$ cat config.mk
export PLATFORM = sky130hd
export DESIGN_NAME = mcsf_scale
export DESIGN_NICKNAME = d
export VERILOG_FILES = /design/src/sv/motor_current_sense_filter_defines.svh /design/src/sv/mcsf_pkg.sv /design/src/sv/mcsf_scale.sv
export SDC_FILE = /design/constraint.sdc
export NUM_CORES = 1
export LEC_CHECK = 0
export BUFFER_PORTS_ARGS = -buffer_cell sky130_fd_sc_hd__buf_2
export CORE_MARGIN = 8
export CORE_UTILIZATION = 50
export CTS_CLUSTER_DIAMETER = 100
export DETAILED_ROUTE_END_ITERATION = 8
export PLACE_DENSITY_LB_ADDON = 0.15
export SETUP_SLACK_MARGIN = 0.4
export SLEW_MARGIN = 30
export SYNTH_ARGS = -nofsm -noshare
export SYNTH_HDL_FRONTEND = slang
export SYNTH_SLANG_ARGS = --single-unit
$ cat constraint.sdc
create_clock -name clk -period 25.3 [get_ports clk]
set_input_delay 3.795 -clock clk [delete_from_list [all_inputs] [get_ports clk]]
set_output_delay 3.795 -clock clk [all_outputs]
set_load 0.05 [all_outputs]
$ cat src/sv/motor_current_sense_filter_defines.svh
// ----------------------------------------------------------------------------
// Motor current sense filter assertion macros
// Shared concurrent assertion forms used by the filter's top level.
// ----------------------------------------------------------------------------
`ifndef MOTOR_CURRENT_SENSE_FILTER_DEFINES_SVH
`define MOTOR_CURRENT_SENSE_FILTER_DEFINES_SVH

// Same-cycle implication, disabled while reset is asserted.
`define MCSF_ASSERT_IMP(label, clk, rst_n, ante, cons, msg) \
  label: assert property (@(posedge clk) disable iff (!rst_n) (ante) |-> (cons)) \
    else $error(msg);

// Next-cycle implication, disabled while reset is asserted.
`define MCSF_ASSERT_NXT(label, clk, rst_n, ante, cons, msg) \
  label: assert property (@(posedge clk) disable iff (!rst_n) (ante) |=> (cons)) \
    else $error(msg);

`endif

$ cat src/sv/mcsf_pkg.sv
// ----------------------------------------------------------------------------
// Motor current sense filter package
// Constants, register codes and stage payload types shared by the filter.
// ----------------------------------------------------------------------------
package mcsf_pkg;

  localparam int SAMPLES_PER_READING = 8;
  localparam int NUM_CHANNELS        = 4;
  localparam int NUM_OFF_LEVELS      = 4;

  localparam int SAMPLE_W = 12;
  localparam int CH_W     = 2;
  localparam int GAIN_W   = 16;
  localparam int CUR_W    = 24;
  localparam int OUT_W    = 16;
  localparam int CFG_W    = 16;
  localparam int CFG_IDX_W = 3;

  localparam int SUM_W = SAMPLE_W + $clog2(SAMPLES_PER_READING);
  localparam int CNT_W = (SAMPLES_PER_READING > 1) ? $clog2(SAMPLES_PER_READING) : 1;

  localparam logic [SAMPLE_W:0] OFF_BAND_COUNTS = (SAMPLE_W + 1)'(10);
  localparam logic [CUR_W-1:0]  CURRENT_Q8_MAX  = '1;

  // Reciprocal of five, scaled by two to the power RECIP_SHIFT; exact for
  // numerators below two to the power 27.
  localparam int RECIP_SHIFT = 30;
  localparam int RECIP_W     = 28;
  localparam logic [RECIP_W-1:0] RECIP_FIVE = RECIP_W'(214748365);
  localparam int MIX_W       = 27;

  localparam logic [GAIN_W-1:0] GAIN_RESET = GAIN_W'(256);

  typedef enum logic [CFG_IDX_W-1:0] {
    REG_NEG_OFFSET  = 3'd0,
    REG_OFF_CH0     = 3'd1,
    REG_OFF_CH1     = 3'd2,
    REG_OFF_CH2     = 3'd3,
    REG_OFF_CH3     = 3'd4,
    REG_GAIN        = 3'd5,
    REG_SLOW_FILTER = 3'd6
  } cfg_reg_t;

  typedef logic [NUM_OFF_LEVELS-1:0][SAMPLE_W-1:0] off_levels_t;

  typedef struct packed {
    logic [CH_W-1:0]     channel;
    logic [SAMPLE_W-1:0] average;
  } avg_item_t;

  typedef struct packed {
    logic [CH_W-1:0]  channel;
    logic [CUR_W-1:0] current_q8;
    logic             below;
  } cur_item_t;

endpackage

$ cat src/sv/mcsf_scale.sv
// ----------------------------------------------------------------------------
// Current scaling stage
// Removes the negative-range offset, applies the off-level dead band and
// multiplies the level above the off level by the gain, with saturation.
// ----------------------------------------------------------------------------
module mcsf_scale (
  input  logic                                clk,
  input  logic                                rst_n,
  input  logic                                avg_valid,
  input  mcsf_pkg::avg_item_t                 avg_item,
  output logic                                avg_ready,
  input  logic [mcsf_pkg::SAMPLE_W-1:0]       negative_offset,
  input  mcsf_pkg::off_levels_t               off_levels,
  input  logic [mcsf_pkg::GAIN_W-1:0]         current_gain,
  output logic                                cur_valid,
  output mcsf_pkg::cur_item_t                 cur_item,
  input  logic                                cur_ready
);

  localparam int PROD_W = mcsf_pkg::SAMPLE_W + mcsf_pkg::GAIN_W;

  logic                  valid_r;
  mcsf_pkg::cur_item_t   item_r;
  mcsf_pkg::cur_item_t   item_nxt;

  logic [mcsf_pkg::SAMPLE_W-1:0] off;
  logic [mcsf_pkg::SAMPLE_W-1:0] adj;
  logic [mcsf_pkg::SAMPLE_W-1:0] diff;
  logic [PROD_W-1:0]             prod;
  logic                          pass;

  assign avg_ready = !valid_r || cur_ready;

  always_comb begin
    off  = off_levels[avg_item.channel];
    adj  = avg_item.average - negative_offset;
    diff = adj - off;
    prod = PROD_W'(diff) * PROD_W'(current_gain);
    pass = (avg_item.average > negative_offset) &&
           ({1'b0, adj} >= ({1'b0, off} + mcsf_pkg::OFF_BAND_COUNTS));
    item_nxt.channel = avg_item.channel;
    item_nxt.below   = !pass;
    if (!pass) begin
      item_nxt.current_q8 = '0;
    end else if (prod > PROD_W'(mcsf_pkg::CURRENT_Q8_MAX)) begin
      item_nxt.current_q8 = mcsf_pkg::CURRENT_Q8_MAX;
    end else begin
      item_nxt.current_q8 = prod[mcsf_pkg::CUR_W-1:0];
    end
  end

  always_ff @(posedge clk) begin
    if (!rst_n) begin
      valid_r <= 1'b0;
    end else if (avg_ready) begin
      valid_r <= avg_valid;
    end
  end

  always_ff @(posedge clk) begin
    if (avg_ready && avg_valid) begin
      item_r <= item_nxt;
    end
  end

  assign cur_valid = valid_r;
  assign cur_item  = item_r;

endmodule

==> flow_metrics.env <==
export IMPL_wl_mm=21.85
export IMPL_drt_first_pass_iters=5
export IMPL_fin_crit_sh_pct=51.62
export IMPL_dp_hpwl_mm=18.41
export IMPL_synth_most_common_cell="inv_1"
export IMPL_cts_buffers_inserted=3
export IMPL_clockRootBuffer="clkbuf_16"
export IMPL_cts_tree="done"
export IMPL_cpPeakStageDelay_ns=0.75
export IMPL_finClkSkew_ns=0.004124
export IMPL_synth_seq_area_share_pct=9.050
export IMPL_avgSynthCellArea_um2=8.991
export IMPL_via_count=7119
export IMPL_fp_dieH_um=151.5
export IMPL_status="completed"
export IMPL_path_common_cell="fa_1"
export IMPL_fin_nets=1450
export IMPL_critPathBufInv=4
export IMPL_startpoint_type="input pin"
export IMPL_hold_buffers=0
export IMPL_antenna_found_initial=0
export IMPL_syn_num_nets=1355
export IMPL_cts_resized=0
export IMPL_netlist_area_leader_share_pct=30.97
export IMPL_finalSetupViolCount=0
export IMPL_slew_violations=0
export IMPL_crit_type="input pin to flip-flop"
export IMPL_wl_per_cell_um=16.26
export IMPL_syn_inst=1021
export IMPL_die_w_um=151.5
export IMPL_port_buffers=122
export IMPL_hold_viol_final=0
export IMPL_critPathMaxFanout=24
export IMPL_crit_path_end_kind="flip-flop"
export IMPL_max_slew_margin_rel_pct=35.40
export IMPL_n_fill_cell=1651
export IMPL_core_um2=17960
export IMPL_drtAntennaViolNets=0
export IMPL_synth_area_leaders="fa_1 (31%), ha_1 (13%), edfxtp_1 (8.8%)"
export IMPL_ioPinCount=123
export IMPL_layout_drive_gt1_share_pct=14.35
export IMPL_clockBufferDepth=2
export IMPL_dieArea_um2=22950
export IMPL_cts_max_level=1
export IMPL_grt_pass1_wl_mm=37.05
export IMPL_cts_setup_buffers=0
export IMPL_drt_iter0_markers=372
export IMPL_fin_area_um2=10100
export IMPL_synth_seq_cells=28
export IMPL_areaGrowthSynthToFinish_pct=10.00
export IMPL_period_needed_ns=13.06
export IMPL_slowest_stage="a32o_1"
export IMPL_syn_cell_area_um2=9180
export IMPL_yosysWarnings=0
export IMPL_arrival_ns=13.19
export IMPL_worstMarginPinSlew_ns=0.9690
export IMPL_postLayoutCoreUtil_pct=56.22
export IMPL_grt_util_all_layers_pct=20.08
export IMPL_maxCapViolCount=0
export IMPL_initial_utilization_pct=51.10
export IMPL_viasPerCell=5.297
export IMPL_ys_types=61
export IMPL_synth_edf_count=27
export IMPL_hold_class="flip-flop to flip-flop"
export IMPL_grt_pass1_vias=7515
export IMPL_yosysTopAreaCell="fa_1"
export IMPL_dp_slack_ns=11.95
export IMPL_dpl_cell_area_um2=9993
export IMPL_drc=0
export IMPL_grt_max_degree=28
export IMPL_clk_latency_ns=0.27
export IMPL_ys_flop_type="edfxtp_1"
export IMPL_crit_family="adder cells"
export IMPL_synth_async_reset_ratio_pct=0
export IMPL_finalWorstSetupSlack_ns=12.24
export IMPL_fmax_mhz=76.58
export IMPL_diodes=0
export IMPL_yosys_top_cells_count="inv_1 (214), fa_1 (142), nand2_1 (101)"
export IMPL_grt_overflow=0
export IMPL_tns_ns=0
export IMPL_routabilityCongestion=0.9370
export IMPL_rsz0062_at_grt="false"
export IMPL_clock_sinks=28
export IMPL_clkTransAtPathRegs_ns=0.08
export IMPL_fp_row_count=49
export IMPL_crit_required_ns=25.43
state kept, by name, indices dropped and copies added (netlist names):
register / cells
cur_item: 27
cur_valid: 1
final cells by class:
type	instances	area [um2]	share of cell area, %
Clock buffer	3	75.07	0.7434
Multi-Input combinational cell	739	7410	73.37
Tap cell	229	286.5	2.837
Clock inverter	1	30.03	0.2974
Timing Repair Buffer	128	655.6	6.492
Sequential cell	28	830.8	8.227
Inverter	216	810.8	8.029
path summary, 6_finish.rpt:
path / endpoint / cells past startpoint / from / slack, ns
max: cur_item[15] / 29 / avg_item[12] / 12.24
min: cur_valid / 2 / cur_valid / 0.53
max reg2reg: cur_item[22] / 3 / cur_valid / 24.10
min reg2reg: cur_valid / 2 / cur_valid / 0.53
through the flow:
step	hold slack (ns)	instances
6_report	0.5271	1344
5_1_grt	0.5863	1344
4_1_cts	0.5243	1344
3_5_place_dp	0.5134	1340
3_3_place_gp	0.5075	1340
2_1_floorplan	1.146	1021
tightest hold or removal path, stage by stage, from the launching register on:
cell and delay (ns):
dfxtp_1 0.31, nand2b_1 0.09, a21boi_0 0.08
placed cells by master (no fill, tap or decap), types with 24 or more instances in the layout:
cell type / instances
o21ai_0: 24
nor2_1: 26
buf_2: 122
nand2b_1: 40
nand2_1: 101
inv_1: 214
xnor2_1: 29
ha_1: 98
and2_1: 47
a21oi_1: 30
fa_1: 142
edfxtp_1: 27
o21a_1: 36
logic make-up after synthesis:
group	count (synthesis)	synth area share, %
AO/OA/AOI/OAI	149	11.19
XOR/XNOR	46	4.689
adder cells (fa/ha/maj)	240	44.32
buffers and inverters	254	10.69
flip-flops	28	9.050
multiplexers	14	3.503
AND/OR/NAND/NOR	290	16.56
routing by layer:
metal | wire [um] | GRT usage [%] | share of wire [%]
met5 | 0 | 0 | 0
met4 | 248 | 3.871 | 1.1
met3 | 885 | 1.485 | 4.0
met2 | 11230 | 36.69 | 51
met1 | 9492 | 25.64 | 43
Power is left out: the tool's default activity adds up to more than one toggle a clock period on the data nets, which glitch-free logic cannot reach.
