$ cat config.mk
export PLATFORM = sky130hd
export DESIGN_NAME = mcsf_accum
export DESIGN_NICKNAME = d
export VERILOG_FILES = /design/src/sv/motor_current_sense_filter_defines.svh /design/src/sv/mcsf_pkg.sv /design/src/sv/mcsf_accum.sv
export SDC_FILE = /design/constraint.sdc
export NUM_CORES = 1
export LEC_CHECK = 0
export BUFFER_PORTS_ARGS = -buffer_cell sky130_fd_sc_hd__buf_2
export CAP_MARGIN = 20
export CELL_PAD_IN_SITES_DETAIL_PLACEMENT = 0
export CELL_PAD_IN_SITES_GLOBAL_PLACEMENT = 2
export CORE_ASPECT_RATIO = 0.8
export CORE_MARGIN = 2
export CORE_UTILIZATION = 39
export CTS_BUF_LIST = sky130_fd_sc_hd__clkbuf_8
export DETAILED_ROUTE_END_ITERATION = 10
export GPL_ROUTABILITY_DRIVEN = 0
export GPL_TIMING_DRIVEN = 0
export MAX_ROUTING_LAYER = met4
export PLACE_DENSITY_LB_ADDON = 0.1
export SLEW_MARGIN = 10
export SYNTH_ARGS = -nofsm -noshare
export SYNTH_HDL_FRONTEND = slang
export SYNTH_SLANG_ARGS = --single-unit
$ cat constraint.sdc
create_clock -name clk -period 3.05 [get_ports clk]
set_input_delay 0 -clock clk [delete_from_list [all_inputs] [get_ports clk]]
set_output_delay 0 -clock clk [all_outputs]
set_load 0.02 [all_outputs]
$ cat src/sv/motor_current_sense_filter_defines.svh
// ----------------------------------------------------------------------------
// Motor current sense filter assertion macros
// Shared concurrent assertion forms used by the filter's top level.
// ----------------------------------------------------------------------------
`ifndef MOTOR_CURRENT_SENSE_FILTER_DEFINES_SVH
`define MOTOR_CURRENT_SENSE_FILTER_DEFINES_SVH

// Same-cycle implication, disabled while reset is asserted.
`define MCSF_ASSERT_IMP(label, clk, rst_n, ante, cons, msg) \
  label: assert property (@(posedge clk) disable iff (!rst_n) (ante) |-> (cons)) \
    else $error(msg);

// Next-cycle implication, disabled while reset is asserted.
`define MCSF_ASSERT_NXT(label, clk, rst_n, ante, cons, msg) \
  label: assert property (@(posedge clk) disable iff (!rst_n) (ante) |=> (cons)) \
    else $error(msg);

`endif

$ cat src/sv/mcsf_pkg.sv
// ----------------------------------------------------------------------------
// Motor current sense filter package
// Constants, register codes and stage payload types shared by the filter.
// ----------------------------------------------------------------------------
package mcsf_pkg;

  localparam int SAMPLES_PER_READING = 8;
  localparam int NUM_CHANNELS        = 4;
  localparam int NUM_OFF_LEVELS      = 4;

  localparam int SAMPLE_W = 12;
  localparam int CH_W     = 2;
  localparam int GAIN_W   = 16;
  localparam int CUR_W    = 24;
  localparam int OUT_W    = 16;
  localparam int CFG_W    = 16;
  localparam int CFG_IDX_W = 3;

  localparam int SUM_W = SAMPLE_W + $clog2(SAMPLES_PER_READING);
  localparam int CNT_W = (SAMPLES_PER_READING > 1) ? $clog2(SAMPLES_PER_READING) : 1;

  localparam logic [SAMPLE_W:0] OFF_BAND_COUNTS = (SAMPLE_W + 1)'(10);
  localparam logic [CUR_W-1:0]  CURRENT_Q8_MAX  = '1;

  // Reciprocal of five, scaled by two to the power RECIP_SHIFT; exact for
  // numerators below two to the power 27.
  localparam int RECIP_SHIFT = 30;
  localparam int RECIP_W     = 28;
  localparam logic [RECIP_W-1:0] RECIP_FIVE = RECIP_W'(214748365);
  localparam int MIX_W       = 27;

  localparam logic [GAIN_W-1:0] GAIN_RESET = GAIN_W'(256);

  typedef enum logic [CFG_IDX_W-1:0] {
    REG_NEG_OFFSET  = 3'd0,
    REG_OFF_CH0     = 3'd1,
    REG_OFF_CH1     = 3'd2,
    REG_OFF_CH2     = 3'd3,
    REG_OFF_CH3     = 3'd4,
    REG_GAIN        = 3'd5,
    REG_SLOW_FILTER = 3'd6
  } cfg_reg_t;

  typedef logic [NUM_OFF_LEVELS-1:0][SAMPLE_W-1:0] off_levels_t;

  typedef struct packed {
    logic [CH_W-1:0]     channel;
    logic [SAMPLE_W-1:0] average;
  } avg_item_t;

  typedef struct packed {
    logic [CH_W-1:0]  channel;
    logic [CUR_W-1:0] current_q8;
    logic             below;
  } cur_item_t;

endpackage

$ cat src/sv/mcsf_accum.sv
// ----------------------------------------------------------------------------
// Sample accumulator
// Sums samples per channel and registers the truncated average of each
// completed reading.
// ----------------------------------------------------------------------------
module mcsf_accum (
  input  logic                                clk,
  input  logic                                rst_n,
  input  logic                                in_valid,
  output logic                                in_stall,
  input  logic [mcsf_pkg::CH_W-1:0]           in_channel,
  input  logic [mcsf_pkg::SAMPLE_W-1:0]       in_sample,
  output logic                                avg_valid,
  output mcsf_pkg::avg_item_t                 avg_item,
  input  logic                                avg_ready
);

  logic [mcsf_pkg::SUM_W-1:0] sum_r [mcsf_pkg::NUM_CHANNELS];
  logic [mcsf_pkg::CNT_W-1:0] count_r [mcsf_pkg::NUM_CHANNELS];
  logic                       valid_r;
  mcsf_pkg::avg_item_t        item_r;

  logic                       ready;
  logic                       take;
  logic                       complete;
  logic [mcsf_pkg::SUM_W-1:0] sum_nxt;
  logic [mcsf_pkg::SUM_W-1:0] quotient;

  assign ready    = !valid_r || avg_ready;
  assign in_stall = !ready;
  assign take     = in_valid && ready &&
                    (32'(in_channel) < mcsf_pkg::NUM_CHANNELS);
  assign sum_nxt  = sum_r[in_channel] + mcsf_pkg::SUM_W'(in_sample);
  assign complete = (count_r[in_channel] ==
                     mcsf_pkg::CNT_W'(mcsf_pkg::SAMPLES_PER_READING - 1));
  assign quotient = sum_nxt / mcsf_pkg::SUM_W'(mcsf_pkg::SAMPLES_PER_READING);

  always_ff @(posedge clk) begin
    if (!rst_n) begin
      for (int k = 0; k < mcsf_pkg::NUM_CHANNELS; k++) begin
        sum_r[k]   <= '0;
        count_r[k] <= '0;
      end
      valid_r <= 1'b0;
    end else begin
      if (take) begin
        if (complete) begin
          sum_r[in_channel]   <= '0;
          count_r[in_channel] <= '0;
        end else begin
          sum_r[in_channel]   <= sum_nxt;
          count_r[in_channel] <= count_r[in_channel] + mcsf_pkg::CNT_W'(1);
        end
      end
      if (ready) begin
        valid_r <= take && complete;
      end
    end
  end

  always_ff @(posedge clk) begin
    if (take && complete) begin
      item_r.channel <= in_channel;
      item_r.average <= quotient[mcsf_pkg::SAMPLE_W-1:0];
    end
  end

  assign avg_valid = valid_r;
  assign avg_item  = item_r;

endmodule

==> metrics.cfg, run 1 <==
[synth]
synth_area_leaders=edfxtp_1, mux4_2, nor2_1, ha_1, nand2_1
async_reset_ff_share_pct=0
yosysSeqAreaShare_pct=60.82
syn-cell-area_um2=4279
yosys.area.top_type_share_pct=60.35
synth-edff-count=86
syn_area_per_cell_um2=13.37
synth-main-ff-cell=edfxtp_1
yosysWarnings=0
synthCells=320
yosysTopAreaCell=edfxtp_1
ys_seq_elements=87
synth_nets=353
yosysUniqueCellTypes=48

[run]
max_cap_viol_count=0

[timing]
finClkSkew_ns=0.008019
slew_violations=0
setup_slack_ns=0.1190
hold_viol=0
rsz0062_at_grt=false
tightest_slew_ns=1.043
finalCriticalPeriod_ns=2.931
whs_ns=0.08953
min_period_over_period_pct=96.10
slew_headroom_pct=30.29
setup_viol=0
max_freq_mhz=341.2

[die]
die_x_um=121.1
dieArea_um2=11830
io_pins=34
die_h_um=97.69
num_rows=34
core_area_um2=10760
start_util_pct=39.76

[place]
place_area_um2=4624
pre_cts_ws_ns=-0.8673
dp_hpwl_mm=6.584
port_buffers=33

[setup_path]
path_delay_family=compound AO/OA/AOI/OAI gates
path_buf_inv=0
worstSetupPathType=register to register
max_stage_delay_ns=0.48
crit_chain=mux4_2 > ha_1 > a21o_1 > a31oi_1 > a21oi_1 > o221a_2 > mux2_2
critPathLaunchType=register
required_ns=3.16
end_kind=register
r2r_setup_slack_ns=0.12
critPathSlowestCell=mux4_2
cp_data_arrival_time_ns=3.04
worstPathMaxFanout=7

[power_and_ir_drop]
pwr-share-clk_pct=31.4
power_density_nw_per_um2=555.2
peakVddDrop_uv=293.2
swShare_pct=25.62
leakage_nw=1.969
p_seq_share_pct=51.0
combPwrFrac_pct=17.6
p_int_mw=2.056
p_switching_mw=0.7083

[route]
wirelength_mm=10.06
via_per_inst=5.213
drt_first_pass_iters=4
drt_iter0_markers=157
drc_errors=0
via_count=2716
wl_per_cell_um=19.30
drtAntennaViolNets=0

[grt]
groute.usage.overall_pct=19.00
grt_pass1_wl_mm=15.74
antenna_found_initial=0
grt_pass1_vias=2796
grt_max_degree=19
grt_remaining_overflow=0

[clocking]
clock_latency_ns=0.36
clk_pin_slew_worst_paths_ns=0.09
htree_levels=3
cts_root_buffer=clkbuf_8
cts_tree=done
cts.sinks=87
clockBufferDepth=2
numCtsBuffers=9

[status]
status=finished clean

[finish]
final_area_um2=4979
syn_to_final_growth_pct=16.34
post-route-util_pct=46.26
fin_nets=405
num_antenna_cells=0
layout-drive-gt1-share_pct=23.61

[worst_hold_path]
hp-class=primary input to register

worst register-to-register path, stage by stage (launching register included):
cell and delay [ns]:
edfxtp_1 0.37, mux4_2 0.48, ha_1 0.39, a21o_1 0.25, a31oi_1 0.30, a21oi_1 0.20
o221a_2 0.41, mux2_2 0.30
worst paths after layout:
check,from,endpoint,cells after the start
worst min register to register,avg_valid$_SDFFE_PN0N_,sum_r[1][5]$_SDFFCE_PN0P_,3
worst max-delay path,sum_r[3][4]$_DFFE_PP_,sum_r[1][13]$_SDFFCE_PN0P_,7
worst max register to register,sum_r[3][4]$_DFFE_PP_,sum_r[1][13]$_SDFFCE_PN0P_,7
worst min-delay path,in_sample[0],sum_r[3][0]$_DFFE_PP_,4
stage by stage:
| step | TNS [ns] | power [mW] | std cells |
|---|---|---|---|
| floorplan | 0 | 1.758 | 320 |
| global placement | -26.34 | 1.886 | 497 |
| detailed placement | -25.34 | 1.888 | 497 |
| CTS | 0 | 2.783 | 518 |
| global route | 0 | 2.897 | 521 |
| finish | 0 | 2.764 | 521 |
power groups by stage:
stage / registers, mW / logic (mW) / clock network [mW]
after floorplan: 1.44 / 0.322 / 0
after CTS: 1.41 / 0.472 / 0.898
after global placement: 1.44 / 0.448 / 0
after detailed placement: 1.44 / 0.449 / 0
final: 1.41 / 0.485 / 0.868
after global routing: 1.42 / 0.539 / 0.941
Yosys cell counts, types with 2 or more instances:
cell type	n
nor2_1	52
clkbuf_1	5
ha_1	14
a211oi_1	2
o21ai_0	4
mux4_2	16
a21oi_1	18
nor3_1	13
o21ai_1	2
mux2_2	4
and4_1	2
a21o_1	4
nor4_1	3
and3_1	3
nand4_1	3
edfxtp_1	86
nand2_1	25
o21a_1	6
xnor2_1	6
mux2i_1	5
a21boi_0	2
a211o_1	2
inv_1	14
buf_2	5
logic make-up after synthesis:
family	count (synthesis)	share of synthesized area, %
AND/OR/NAND/NOR	114	12.37
flip-flops	87	60.82
AO/OA/AOI/OAI	46	7.134
multiplexers	26	11.26
buffers and inverters	25	2.427
adder cells (fa/ha/maj)	15	4.561
XOR/XNOR	7	1.433
metal layers:
layer	track usage [%]	up-vias	routed length (um)
li1	-	1314	-
met3	4.401	7	406
met4	4.562	0	87
met5	-	-	0
met2	27.70	58	4589
met1	27.08	1337	4975
flip-flops by register name, summed over array words and instances (netlist names):
signal	cells
avg_item	14
count_r	12
sum_r	60
avg_valid	1
what timing repair did:
item | in CTS | in global routing
pin swaps | 1 | 1
resized for setup | 6 | 2
setup endpoints to repair | 40 | 29
endpoints found under the hold margin | 3 | 0
setup buffers | 1 | 2
hold buffers | 4 | 0
cell type report:
class                           instances  area [um2]
Buffer                                 11       60.06
Clock buffer                           13       178.9
Clock inverter                          3       41.29
Fill cell                            1027        5784
Inverter                               14       52.55
Multi-Input combinational cell        208        1608
Sequential cell                        87        2603
Tap cell                              144       180.2
Timing Repair Buffer                   41       255.2
cell usage in the layout (no fill, tap or decap), types with 4 or more instances in the layout:
| cell type | instances |
|---|---|
| dlygate4sd3_1 | 4 |
| a21oi_1 | 18 |
| o21ai_0 | 4 |
| edfxtp_1 | 86 |
| buf_2 | 36 |
| clkbuf_1 | 5 |
| o21a_1 | 6 |
| buf_4 | 5 |
| inv_1 | 15 |
| ha_1 | 14 |
| mux4_2 | 16 |
| nor2_1 | 52 |
| nor3_1 | 13 |
| a21o_1 | 4 |
| clkbuf_8 | 13 |
| xnor2_1 | 4 |
| mux2i_1 | 5 |
| mux2_2 | 4 |
| nand2_1 | 25 |
Power figures use the tool's default switching activity.
==> run 2: changes to the inputs <==
Settings changed: CORE_MARGIN 2 to default.
==> run 2 against run 1 <==
Sequential power is essentially flat. Total power shrank 3.1%. Critical path depth grew 2.
==> metrics.cfg, run 2 (synthesized netlist as in run 1, its figures left out) <==
[finish]
syn_to_final_growth_pct=14.68
registers.top_by_ff_count=sum_r
fillers=977
final_common_cell=edfxtp_1
final_cell_mix=edfxtp_1, nor2_1, buf_2
layout-drive-gt1-share_pct=23.47
num_antenna_cells=0
post-route-util_pct=46.98
fin_nets=403
largest_reg_flops=60

[worst_hold_path]
worst_hold_path.endpoint=sum_r[1][5]$_SDFFCE_PN0P_
holdPathStages=3
hold_start=in_valid
hp-class=primary input to register

[grt]
grt_max_degree=19
grt_pass1_wl_mm=15.90
groute.usage.overall_pct=19.99
antenna_found_initial=0
grt_pass1_vias=2751
grt_remaining_overflow=0

[route]
drc_errors=0
drtAntennaViolNets=0
drt_iter0_markers=161
via_count=2745
wl_per_cell_um=19.55
via_per_inst=5.330
wirelength_mm=10.07
drt_first_pass_iters=4

[status]
status=finished clean

[power_and_ir_drop]
peakVddDrop_uv=265.0
power_mw=2.680
power_density_nw_per_um2=546.0
leakage_nw=1.925

[timing]
max_freq_mhz=342.6
hold_viol=0
slew_headroom_pct=32.47
finClkSkew_ns=0.008546
tightest_slew_ns=1.011
setup_viol=0
rsz0062_at_grt=false
slew_violations=0
min_period_over_period_pct=95.70
finalCriticalPeriod_ns=2.919

[die]
dieArea_um2=11400
core_area_um2=10450
start_util_pct=40.96
io_pins=34
die_x_um=119.1
die_h_um=95.69
num_rows=33

[clocking]
htree_levels=3
clockBufferDepth=2
cts.sinks=87
numCtsBuffers=9
cts_root_buffer=clkbuf_8
clock_latency_ns=0.36
clk_pin_slew_worst_paths_ns=0.09
cts_tree=done

[setup_path]
end_kind=register
cp_data_arrival_time_ns=3.01
ff2ff_path_depth=9
critPathLaunchType=register
r2r_start=sum_r[3][0]$_DFFE_PP_
worstSetupPathType=register to register
worstPathMaxFanout=5
required_ns=3.15
reg2reg_to=sum_r[3][12]$_DFFE_PP_
r2r_setup_slack_ns=0.13

[run]
max_cap_viol_count=0

[place]
port_buffers=33
dp_hpwl_mm=6.603

run 2: worst max-delay path by stage:
stage                                 endpoint  slack, ns                  start
floorplan           sum_r[0][12]$_SDFFCE_PN0P_       0.13          in_channel[0]
global placement         avg_item[9]$_DFFE_PN_      -0.85          in_channel[0]
detailed placement  sum_r[2][12]$_SDFFCE_PN0P_      -0.84          in_channel[0]
CTS                 sum_r[1][12]$_SDFFCE_PN0P_       0.02  sum_r[3][0]$_DFFE_PP_
global route        sum_r[2][12]$_SDFFCE_PN0P_       0.04  sum_r[3][0]$_DFFE_PP_
finish                  sum_r[3][12]$_DFFE_PP_       0.13  sum_r[3][0]$_DFFE_PP_
run 2: stage by stage:
stage	cells	hold WS (ns)	cell area, um2	setup slack (ns)	TNS (ns)
global route	515	0.1407	4907	0.03796	0
global placement	493	0.3162	4619	-0.8539	-26.97
detailed placement	493	0.3054	4619	-0.8369	-25.59
finish	515	0.09740	4907	0.1310	0
floorplan	320	0.09887	4279	0.1311	0
CTS	514	0.08228	4883	0.01862	0
run 2: what timing repair did:
action,in CTS,in global routing
hold buffers,4,0
setup endpoints to repair,40,32
pin swaps,2,2
gates resized for setup,5,8
buffers inserted,1,1
endpoints found under the hold margin,3,0
run 2: critical path, stage by stage (launching register included):
cell      delay (ns)
edfxtp_1        0.37
mux4_2          0.47
ha_2            0.21
fa_2            0.36
a21o_1          0.21
a221oi_4        0.40
o21ai_2         0.16
a211oi_2        0.24
buf_4           0.17
nor3_1          0.05
run 2: per-layer routing:
metal / part of all wire [%] / global-route usage (%) / up-vias / routed length [um]
li1: - / - / 1317 / -
met2: 46 / 31.69 / 53 / 4648
met1: 49 / 26.51 / 1366 / 4979
met4: 1.1 / 5.696 / 0 / 106
met3: 3.3 / 3.732 / 9 / 335
met5: 0 / - / - / 0
run 2: area by class of cell:
class                      count  area (um2)  area share (%)
timing repair buffer          39       220.2           4.487
clock buffer                   9       123.9           2.524
tap                          140       175.2           3.570
sequential                    87        2603           53.03
inverter                      14       52.55           1.071
multi-input combinational    208        1609           32.79
clock inverter                 7       63.81           1.300
buffer                        11       60.06           1.224
run 2: where the power goes:
group          total [mW]  switching, mW  internal (mW)  leakage, nW
clock network       0.793          0.421          0.372       0.0941
registers            1.41         0.0147           1.40        0.884
logic               0.475          0.290          0.186        0.947
total                2.68          0.726           1.95         1.92
